File: src/rtl/core/q24_pkg.sv
// ----------------------------------------------------------------------------
// q24_pkg: shared types and constants
// Opcodes, defaults and the result flag type of the fixed-point ALU.
// ----------------------------------------------------------------------------
package q24_pkg;

   localparam int FRAC_BITS_DEF = 8;
   localparam int WORD_BITS_DEF = 32;
   localparam int DATA_BITS     = 32;   // operand and result field width
   localparam int FUNC_BITS     = 4;

   localparam logic [FUNC_BITS-1:0] OP_ADD  = 4'd0;
   localparam logic [FUNC_BITS-1:0] OP_SUB  = 4'd1;
   localparam logic [FUNC_BITS-1:0] OP_MUL  = 4'd2;
   localparam logic [FUNC_BITS-1:0] OP_DIV  = 4'd3;
   localparam logic [FUNC_BITS-1:0] OP_MIN  = 4'd4;
   localparam logic [FUNC_BITS-1:0] OP_MAX  = 4'd5;
   localparam logic [FUNC_BITS-1:0] OP_INC  = 4'd6;
   localparam logic [FUNC_BITS-1:0] OP_DEC  = 4'd7;
   localparam logic [FUNC_BITS-1:0] OP_I2F  = 4'd8;
   localparam logic [FUNC_BITS-1:0] OP_F2I  = 4'd9;

   // flags reported with each result
   typedef struct packed {
      logic a_less;
      logic a_equal;
      logic a_greater;
      logic overflowed;
      logic divided_by_zero;
   } flags_type;

endpackage

File: src/rtl/core/q24_div_cell.sv
// ----------------------------------------------------------------------------
// q24_div_cell: one restoring-division step
// Shifts one numerator bit into the partial remainder and sets one quotient
// bit. Other payload rides through untouched.
// ----------------------------------------------------------------------------
module q24_div_cell
   import q24_pkg::*;
#(
   parameter int NB = 42,    // numerator / quotient width
   parameter int DB = 33,    // divisor width
   parameter int PB = 32     // pass-through payload width
) (
   input  logic          clock,
   input  logic          enable,
   input  logic [NB-1:0] num_i,   // numerator, consumed MSB first
   input  logic [NB-1:0] quo_i,
   input  logic [DB:0]   rem_i,
   input  logic [DB-1:0] den_i,
   input  logic [PB-1:0] pay_i,
   output logic [NB-1:0] num_o,
   output logic [NB-1:0] quo_o,
   output logic [DB:0]   rem_o,
   output logic [DB-1:0] den_o,
   output logic [PB-1:0] pay_o
);

   logic [DB:0]   shifted;
   logic [DB+1:0] diff;
   logic [NB-1:0] num_ff, quo_ff;
   logic [DB:0]   rem_ff;
   logic [DB-1:0] den_ff;
   logic [PB-1:0] pay_ff;

   always_comb begin
      shifted = {rem_i[DB-1:0], num_i[NB-1]};
      diff    = {1'b0, shifted} - {2'b00, den_i};
   end

   always_ff @(posedge clock) begin
      if (enable) begin
         num_ff <= {num_i[NB-2:0], 1'b0};
         if (!diff[DB+1]) begin
            rem_ff <= diff[DB:0];
            quo_ff <= {quo_i[NB-2:0], 1'b1};
         end else begin
            rem_ff <= shifted;
            quo_ff <= {quo_i[NB-2:0], 1'b0};
         end
         den_ff <= den_i;
         pay_ff <= pay_i;
      end
   end

   assign num_o = num_ff;
   assign quo_o = quo_ff;
   assign rem_o = rem_ff;
   assign den_o = den_ff;
   assign pay_o = pay_ff;

endmodule

File: config.mk
export PLATFORM = sky130hd
export DESIGN_NAME = q24_div_cell
export DESIGN_NICKNAME = d
export VERILOG_FILES = /design/src/rtl/core/q24_pkg.sv /design/src/rtl/core/q24_div_cell.sv
export SDC_FILE = /design/constraint.sdc
export NUM_CORES = 1
export LEC_CHECK = 0
export BUFFER_PORTS_ARGS = -buffer_cell sky130_fd_sc_hd__buf_2
export CORE_ASPECT_RATIO = 0.5
export CORE_MARGIN = 5
export CORE_UTILIZATION = 30
export CTS_CLUSTER_DIAMETER = 120
export DETAILED_ROUTE_END_ITERATION = 10
export PLACE_DENSITY = 0.67
export SLEW_MARGIN = 20
export SYNTH_ARGS = -nofsm -noshare
export SYNTH_HDL_FRONTEND = slang
export SYNTH_SLANG_ARGS = --single-unit
File: constraint.sdc
create_clock -name clock -period 3 [get_ports clock]
set_clock_uncertainty 0.2 [all_clocks]
set_input_delay 0.15 -clock clock [delete_from_list [all_inputs] [get_ports clock]]
set_output_delay 0.15 -clock clock [all_outputs]
set_load 0.01 [all_outputs]
== Yosys cells after proc, flatten, opt, wreduce, memory -nomap -nowiden ==
Index checks and enable logic that the tools add are counted.
Storage, ports and cells
  flip-flop bits (word level): 182
  bits of input ports: 185
  output and inout bits: 183
  logic and storage cells: 8
Operators by class
  $add $sub $neg: 1
  muxes and demuxes: 2
Operator list (number)
  34-bit by 33-bit subtractor with 35-bit output: 1
  34-bit two-way mux: 1
  1-bit two-way mux: 1

== Logic depth before layout (Yosys ltp) ==
Gate-level depths: netlist of run 1.
  word-level depth: 2
  gate-level depth with buffers: 15
  gate-level depth less buffers: 13

== Worst setup path after synthesis of run 1 ==
No wires, ideal clock.
  path type: input port to flip-flop
  start point: input port num_i[41]
  end point: register rem_ff[10], in the netlist rem_o[10] (data pin)
  library setup time: 0.260 ns
  arrival: 2.587 ns
  data required time: 2.540 ns
  path slack: -0.047 ns
  cell stages on the path: 15
  path buffers: 2
  cells stage by stage: inv_1 ha_1 inv_1 fa_1 a211oi_2 o21ai_2 o2111ai_2 a21o_2 a211oi_4 o21ai_4 and2_1 buf_6 inv_8 buf_12 mux2_4
Between the ends
  word-level cells in the longest chain between the ends: 2
RTL lines
  start: declaration: RTL line q24_div_cell.sv:15  | input logic [NB-1:0] num_i,
  34-bit by 33-bit subtractor with 35-bit output: RTL line q24_div_cell.sv:36  | diff = {1'b0, shifted} - {2'b00, den_i};
  34-bit two-way mux: RTL line q24_div_cell.sv:42  | if (!diff[DB+1]) begin
  end signal: assignment: RTL line q24_div_cell.sv:43  | rem_ff <= diff[DB:0];
  end signal: assignment: RTL line q24_div_cell.sv:46  | rem_ff <= shifted;
  end: declaration: RTL line q24_div_cell.sv:30  | logic [DB:0] rem_ff;
No other way between the ends.
A chain may end at the register's enable or synchronous reset.

== Worst setup path after layout of run 1 ==
  start point: input port den_i[23]
  end point: register rem_ff[1], in the netlist rem_o[1] (data pin)
Between the ends
  word-level cells in the longest chain between the ends: 2
RTL lines
  start: declaration: RTL line q24_div_cell.sv:18  | input logic [DB-1:0] den_i,
  34-bit by 33-bit subtractor with 35-bit output: RTL line q24_div_cell.sv:36
  34-bit two-way mux: RTL line q24_div_cell.sv:42
No other way between the ends.

==> metrics.md, run 1 <==
| Metric | Value |
|---|---|
| Non-Filler Instances | approximately 1500 |
| Post-synth EDFFs | approximately 180 |
| Area growth from synthesis to layout | 63.10% |
| Slowest CP cell | dlygate4sd3_1 |
| Kind of critical path | in -> reg |
| Slew headroom | between 60% and 70% |
| Vias | between 6000 and 7000 |
| Placed Cells | approximately 1300 |
| Vias in the first global route | about 7400 |
| Ys async rst share | 0% |
| Worst path bufs/invs | 4 |
| Util after Layout | approximately 49% |
| Syn_area_per_cell | about 16 µm² |
| First-pass GRT wire length | ~41000 µm |
| Worst setup EP type | register |
| Fill cell count | around 2200 |
| Pleak | ~5.7 nW |
| Top cells by count, synth | edfxtp_1, inv_1, a21oi_1, ha_1, nand2_1 |
| CP dominant cell by count | a21o_1 |
| Slew @ Worst Pin | roughly 0.5 ns |
| Combinational share of power | a little over a fifth |
| Chip Width | approximately 240 µm |
| CTS tree | built |
| Power Dens Cells | approximately 520 nW/µm² |
| Drt pass-1 iters | 5 |
| Final setup fails | 0 |
| Post-synth top area cell | edfxtp_1 |
| Critical path's top delay family | buffers and inverters |
| Ratio of final minimum period to clock period | between 90% and 100% |
| Vias per cell | ~4.6 |
| H-tree depth | 4 |
| GPL Wtd Cong | between 0.8 and 0.9 |
| Outcome | finished, final reports clean |
| Initial antenna violation count | 3 |
| Clk buf depth | 2 |
| Crit-path max cell delay | between 0.5 and 0.6 ns |
| WL/cell | between 15 and 20 µm |
| RSZ-0062 raised after global routing | no |
| Critical Path AT | between 2 and 3 ns |
| Pins Over Slew Limit | 0 |
| Grt ovf | 0 |
| Routed WL | 27320 µm |
| Tot GR Track Use | between 10% and 20% |
| Port Buf Inserts | approximately 360 |
| Layout Nets | about 1300 |
| Worst-path clk slew | ~0.06 ns |
| Clk root buf | clkbuf_16 |
| Clock power share | between 30% and 40% |
| Int Power | between 4 and 5 mW |
| Area of the multi-input gates | 2261 µm² |
| Worst Path Max Fanout | 5 |
| # IOs | roughly 370 |
| CP Cell Sequence | dlygate4sd3_1 > buf_2 > inv_1 > ha_1 > a21o_1 > a21o_1 > a211oi_4 > nand2_2 > o21ai_4 > and2_4 > buf_4 > mux2_2 |
| Critical Path RT | between 2 and 3 ns |
| Pre-CTS setup slack | -0.2173 ns |
| Synth cell types | between 50 and 60 |
| Peak supply drop | 317.6 µV |
| Largest net degree at the start of global routing | 65 |
| Drt drc | 0 |
| Hold Slack | 0.1023 ns |
| Hold WC Path Type | in -> reg |
| Synth Net Count | 726 |
| Sum Neg Setup Slack | 0 ns |
| Starting Density | a little under a third |
| Reg power frac | 46.8% |
| Max-Cap Viols | 0 |
| Post-synthesis cell count | between 500 and 600 |
| Top_reg_cell synth | edfxtp_1 |
| Min Tclk post-route | around 2.9 ns |
| Die boundary height | approximately 120 µm |
| Highest clock rate | ~0.34 GHz |
| Core Area | between 20000 and 30000 µm² |
| Ranking of synthesized cells by area | edfxtp_1, ha_1, mux2_4 |
| Sw Ratio | a little over a quarter |
| Sw Pwr | about 1.8 mW |
| Post-CTS Setup Inserts | 0 |
| Synth top area share | between 60% and 70% |
| Synthesized area | ~7900 µm² |
| Clock Sink Count | around 180 |
| Drt initial violations | approximately 350 |
| Startpoint types | input pin |
| Final Hold Violating Endpoints | 0 |
| Synth Warn # | 0 |
| Slack of the critical path | just under 0.07 ns |
| Register area | 5465 µm² |
| DRT antenna net count | 0 |
| DP HPWL | 19640 µm |
| Synth Register Bits | 182 |
| Die Area | around 30000 µm² |
| Post-synthesis sequential area ratio | 69.17% |
| Most common cell in the netlist | edfxtp_1 |
| TritonCTS buffer count | 17 |
| Share of post-route cells with drive strength above 1 | between 40% and 50% |
| # rows | 42 |
==> per-stage QoR <==
stage / instance area [µm²] / total power, mW
2_1_floorplan: 7904 / 3.812
3_3_place_gp: 10410 / 4.390
3_5_place_dp: 10410 / 4.422
4_1_cts: 12800 / 6.771
5_1_grt: 12880 / 7.018
6_report: 12890 / 6.748
==> power by group through the flow <==
stage	sequential, mW	clock (mW)	combinational (mW)
floorplan	3.33	0	0.482
global placement	3.20	0	1.19
detailed placement	3.21	0	1.21
CTS	3.16	2.20	1.41
global route	3.17	2.30	1.54
finish	3.16	2.15	1.44
==> worst min-delay path: stages <==
cell	delay [ns]
buf_2	0.12
fa_2	0.21
mux2_2	0.14
==> cells in the final DEF, fill, tap and decap left out, drive strengths merged, types with 9 or more instances in the layout <==
cell type | netlist | final
a21o | 17 | 17
a21oi | 34 | 34
buf | 6 | 405
clkbuf | 1 | 18
clkinv | 0 | 9
dlygate4sd3 | 0 | 183
edfxtp | 182 | 182
ha | 33 | 33
inv | 41 | 44
mux2 | 23 | 23
nand2 | 23 | 23
nand3 | 12 | 12
nor2 | 13 | 13
o21ai | 19 | 19
xnor2 | 18 | 18
==> routing by layer <==
metal / part of all wire (%) / global-route usage [%] / up-vias
li1: - / - / 3135
met1: 38 / 19.05 / 3335
met2: 55 / 33.16 / 213
met3: 4.6 / 4.159 / 63
met4: 2.8 / 6.805 / 2
met5: 0.048 / 0 / -
==> worst paths after layout <==
kind	from	depth (start not counted)	end	slack [ns]
min	rem_i[0]	3	rem_o[1]$_DFFE_PP_	0.10
max	den_i[23]	12	rem_o[1]$_DFFE_PP_	0.07
==> layout make-up <==
type	instances	area share, %
tap	352	3.417
multi-input combinational	277	17.54
inverter	41	1.291
antenna	4	0.07767
clock buffer	18	3.330
sequential	182	42.41
clock inverter	14	0.9806
timing repair buffer	588	30.88
timing repair inverter	1	0.06796
==> sequential cells by signal, indices dropped and copies added, names as in the netlist <==
name	count
pay_o	32
num_o	41
den_o	33
rem_o	34
quo_o	42
==> repair_timing <==
item	CTS	global route
setup endpoints to repair	0	30
hold buffers	183	0
resized for setup	0	11
hold endpoints to repair	218	0
==> logic make-up (layout without fill, tap and decap cells) <==
family	count (synthesis)	after routing	synth area share [%]
XOR/XNOR	24	24	2.660
AND/OR/NAND/NOR	79	79	5.036
AO/OA/AOI/OAI	115	115	10.31
other	1	5	0.04746
multiplexers	24	24	4.260
adder cells (fa/ha/maj)	34	34	5.479
flip-flops	182	182	69.17
buffers and inverters	48	662	3.040
No activity file was read; power rests on OpenSTA's default activity.
==> run 2: changes to the inputs <==
--- a/config.mk
+++ b/config.mk
@@ -7,7 +7,7 @@
 export LEC_CHECK = 0
 export BUFFER_PORTS_ARGS = -buffer_cell sky130_fd_sc_hd__buf_2
 export CORE_ASPECT_RATIO = 0.5
-export CORE_MARGIN = 5
+export CORE_MARGIN = 2
 export CORE_UTILIZATION = 30
 export CTS_CLUSTER_DIAMETER = 120
 export DETAILED_ROUTE_END_ITERATION = 10
==> metrics.md, run 2 (synthesis results as in run 1) <==
| Metric | Value |
|---|---|
| Hold Path Sink | rem_o[0]$_DFFE_PP_ (was rem_o[1]$_DFFE_PP_) |
| Slack of the critical path | 0.01720 ns (was 0.06856 ns) |
| Core Area | 25550 µm² (was 26170 µm²) |
| CTS tree | built (unchanged) |
| Ratio of final minimum period to clock period | 99.43% (was 97.71%) |
| Worst-path clk slew | 0.07 ns (was 0.06 ns) |
| DRT antenna net count | 0 (unchanged) |
| Largest net degree at the start of global routing | 69 (was 65) |
| Area growth from synthesis to layout | 62.85% (was 63.10%) |
| Share of post-route cells with drive strength above 1 | 43.11% (was 42.55%) |
| Drt initial violations | 470 (was 347) |
| Grt ovf | 0 (unchanged) |
| GPL Wtd Cong | 0.9413 (was 0.8991) |
| Min Tclk post-route | 2.983 ns (was 2.931 ns) |
| Hold Path Origin | num_i[41] (was rem_i[0]) |
| Clock Sink Count | 182 (unchanged) |
| DP HPWL | 18390 µm (was 19640 µm) |
| CP Cell Sequence | dlygate4sd3_1 > buf_2 > inv_1 > ha_2 > nand2_1 > nor3_1 > a22oi_1 > a21oi_2 > o311ai_4 > and4_1 > a311o_1 > mux2_4 (was dlygate4sd3_1 > buf_2 > inv_1 > ha_1 > a21o_1 > a21o_1 > a211oi_4 > nand2_2 > o21ai_4 > and2_4 > buf_4 > mux2_2) |
| Critical path's top delay family | compound AO/OA/AOI/OAI gates (was buffers and inverters) |
| Startpoint types | input pin (unchanged) |
| Layout Nets | 1326 (was 1327) |
| First-pass GRT wire length | 38260 µm (was 40950 µm) |
| Vias in the first global route | 6927 (was 7371) |
| Most common cell after layout, fill and taps aside | buf_2 (unchanged) |
| Port Buf Inserts | 364 (unchanged) |
| Kind of critical path | in -> reg (unchanged) |
| Final Hold Violating Endpoints | 0 (unchanged) |
| Max-Cap Viols | 0 (unchanged) |
| Chip Width | 233.5 µm (was 239.5 µm) |
| Drt pass-1 iters | 5 (unchanged) |
| Critical Path RT | 2.99 ns (was 2.98 ns) |
| Pre-CTS setup slack | -0.2435 ns (was -0.2173 ns) |
| TritonCTS buffer count | 17 (unchanged) |
| Util after Layout | 50.37% (was 49.24%) |
| Slew @ Worst Pin | 0.7043 ns (was 0.5101 ns) |
| Pins Over Slew Limit | 0 (unchanged) |
| # IOs | 368 (unchanged) |
| Die Area | 27730 µm² (was 29880 µm²) |
| Die boundary height | 118.8 µm (was 124.8 µm) |
| Slowest CP cell | dlygate4sd3_1 (unchanged) |
| Worst hold stages | 4 (was 3) |
| Hold WC Path Type | in -> reg (unchanged) |
| # rows | 41 (was 42) |
| Initial antenna violation count | 1 (was 3) |
| Drt drc | 0 (unchanged) |
| Vias per cell | 4.584 (was 4.569) |
| Power Dens Cells | 526.5 nW/µm² (was 523.6 nW/µm²) |
| Pleak | 5.655 nW (was 5.653 nW) |
| WL/cell | 17.90 µm (was 18.50 µm) |
| Peak supply drop | 278.4 µV (was 317.6 µV) |
| Slew headroom | 53.04% (was 65.12%) |
| Final setup fails | 0 (unchanged) |
| Clk buf depth | 2 (unchanged) |
| Outcome | finished, final reports clean (unchanged) |
| Routed WL | 26180 µm (was 27320 µm) |
| Tot GR Track Use | 18.30% (was 17.62%) |
| Starting Density | 30.93% (was 30.19%) |
| Max FFs per register | 42 (unchanged) |
| Worst path bufs/invs | 3 (was 4) |
| Clk root buf | clkbuf_16 (unchanged) |
| Vias | 6702 (was 6748) |
| Critical Path AT | 2.97 ns (was 2.91 ns) |
| Worst Path Max Fanout | 5 (unchanged) |
| Commonest non-fill, non-tap cells in the layout | buf_2, edfxtp_1, dlygate4sd3_1 (was buf_2, dlygate4sd3_1, edfxtp_1) |
| Worst setup EP type | register (unchanged) |
| Ant. Diodes | 0 (was 4) |
| Highest clock rate | 0.3353 GHz (was 0.3411 GHz) |
| H-tree depth | 4 (unchanged) |
| Crit-path max cell delay | 0.52 ns (was 0.55 ns) |
## run 2: what timing repair did
item                                    in CTS  in global routing
gates resized for setup                      0                 15
buffers inserted                             0                  1
endpoints found under the setup margin       0                 33
hold buffers                               181                  0
hold endpoints to repair                   181                  0
## run 2: worst max path at each step
stage	end	from	depth (start not counted)	slack, ns
after floorplan	rem_o[10]$_DFFE_PP_	num_i[41]	15	0.04
after global placement	rem_o[1]$_DFFE_PP_	num_i[41]	14	-0.17
after detailed placement	rem_o[1]$_DFFE_PP_	num_i[41]	14	-0.24
after CTS	rem_o[27]$_DFFE_PP_	den_i[13]	12	0.01
after global routing	rem_o[27]$_DFFE_PP_	den_i[15]	12	-0.08
final	rem_o[27]$_DFFE_PP_	den_i[15]	12	0.02
## run 2: metal layers
layer	vias up	GRT usage [%]	share of wire (%)
li1	3123	-	-
met1	3292	20.75	39
met2	225	33.72	54
met3	60	3.837	4.3
met4	2	6.804	2.8
met5	-	0	0.050
## run 2: per-stage QoR
| stage | instances | area, µm² | hold slack [ns] | setup TNS (ns) | power, mW |
|---|---|---|---|---|---|
| global placement | 1250 | 10420 | 0.1270 | -3.883 | 4.385 |
| CTS | 1461 | 12790 | 0.02008 | 0 | 6.777 |
| global route | 1462 | 12870 | 0.02784 | -0.1269 | 7.028 |
| detailed placement | 1250 | 10420 | 0.1281 | -6.185 | 4.419 |
| finish | 1462 | 12870 | 0.03126 | 0 | 6.775 |
| floorplan | 507 | 7904 | 0.04887 | 0 | 3.812 |
## run 2: layout make-up
type | instances | area (µm²)
inverters | 41 | 166.4
well taps | 344 | 430.4
repair inverters | 1 | 8.758
clock buffers | 17 | 425.4
repair buffers | 587 | 3983
multi-input cells | 277 | 2263
flip-flops and latches | 182 | 5465
clock inverters | 13 | 125.1
fillers | 2186 | 12680
## run 2: report_power, final
part	leakage, nW	internal, mW	switching [mW]
clock	0.267	1.15	1.03
combinational	3.61	0.727	0.712
sequential	1.78	3.08	0.0744
total	5.66	4.96	1.82
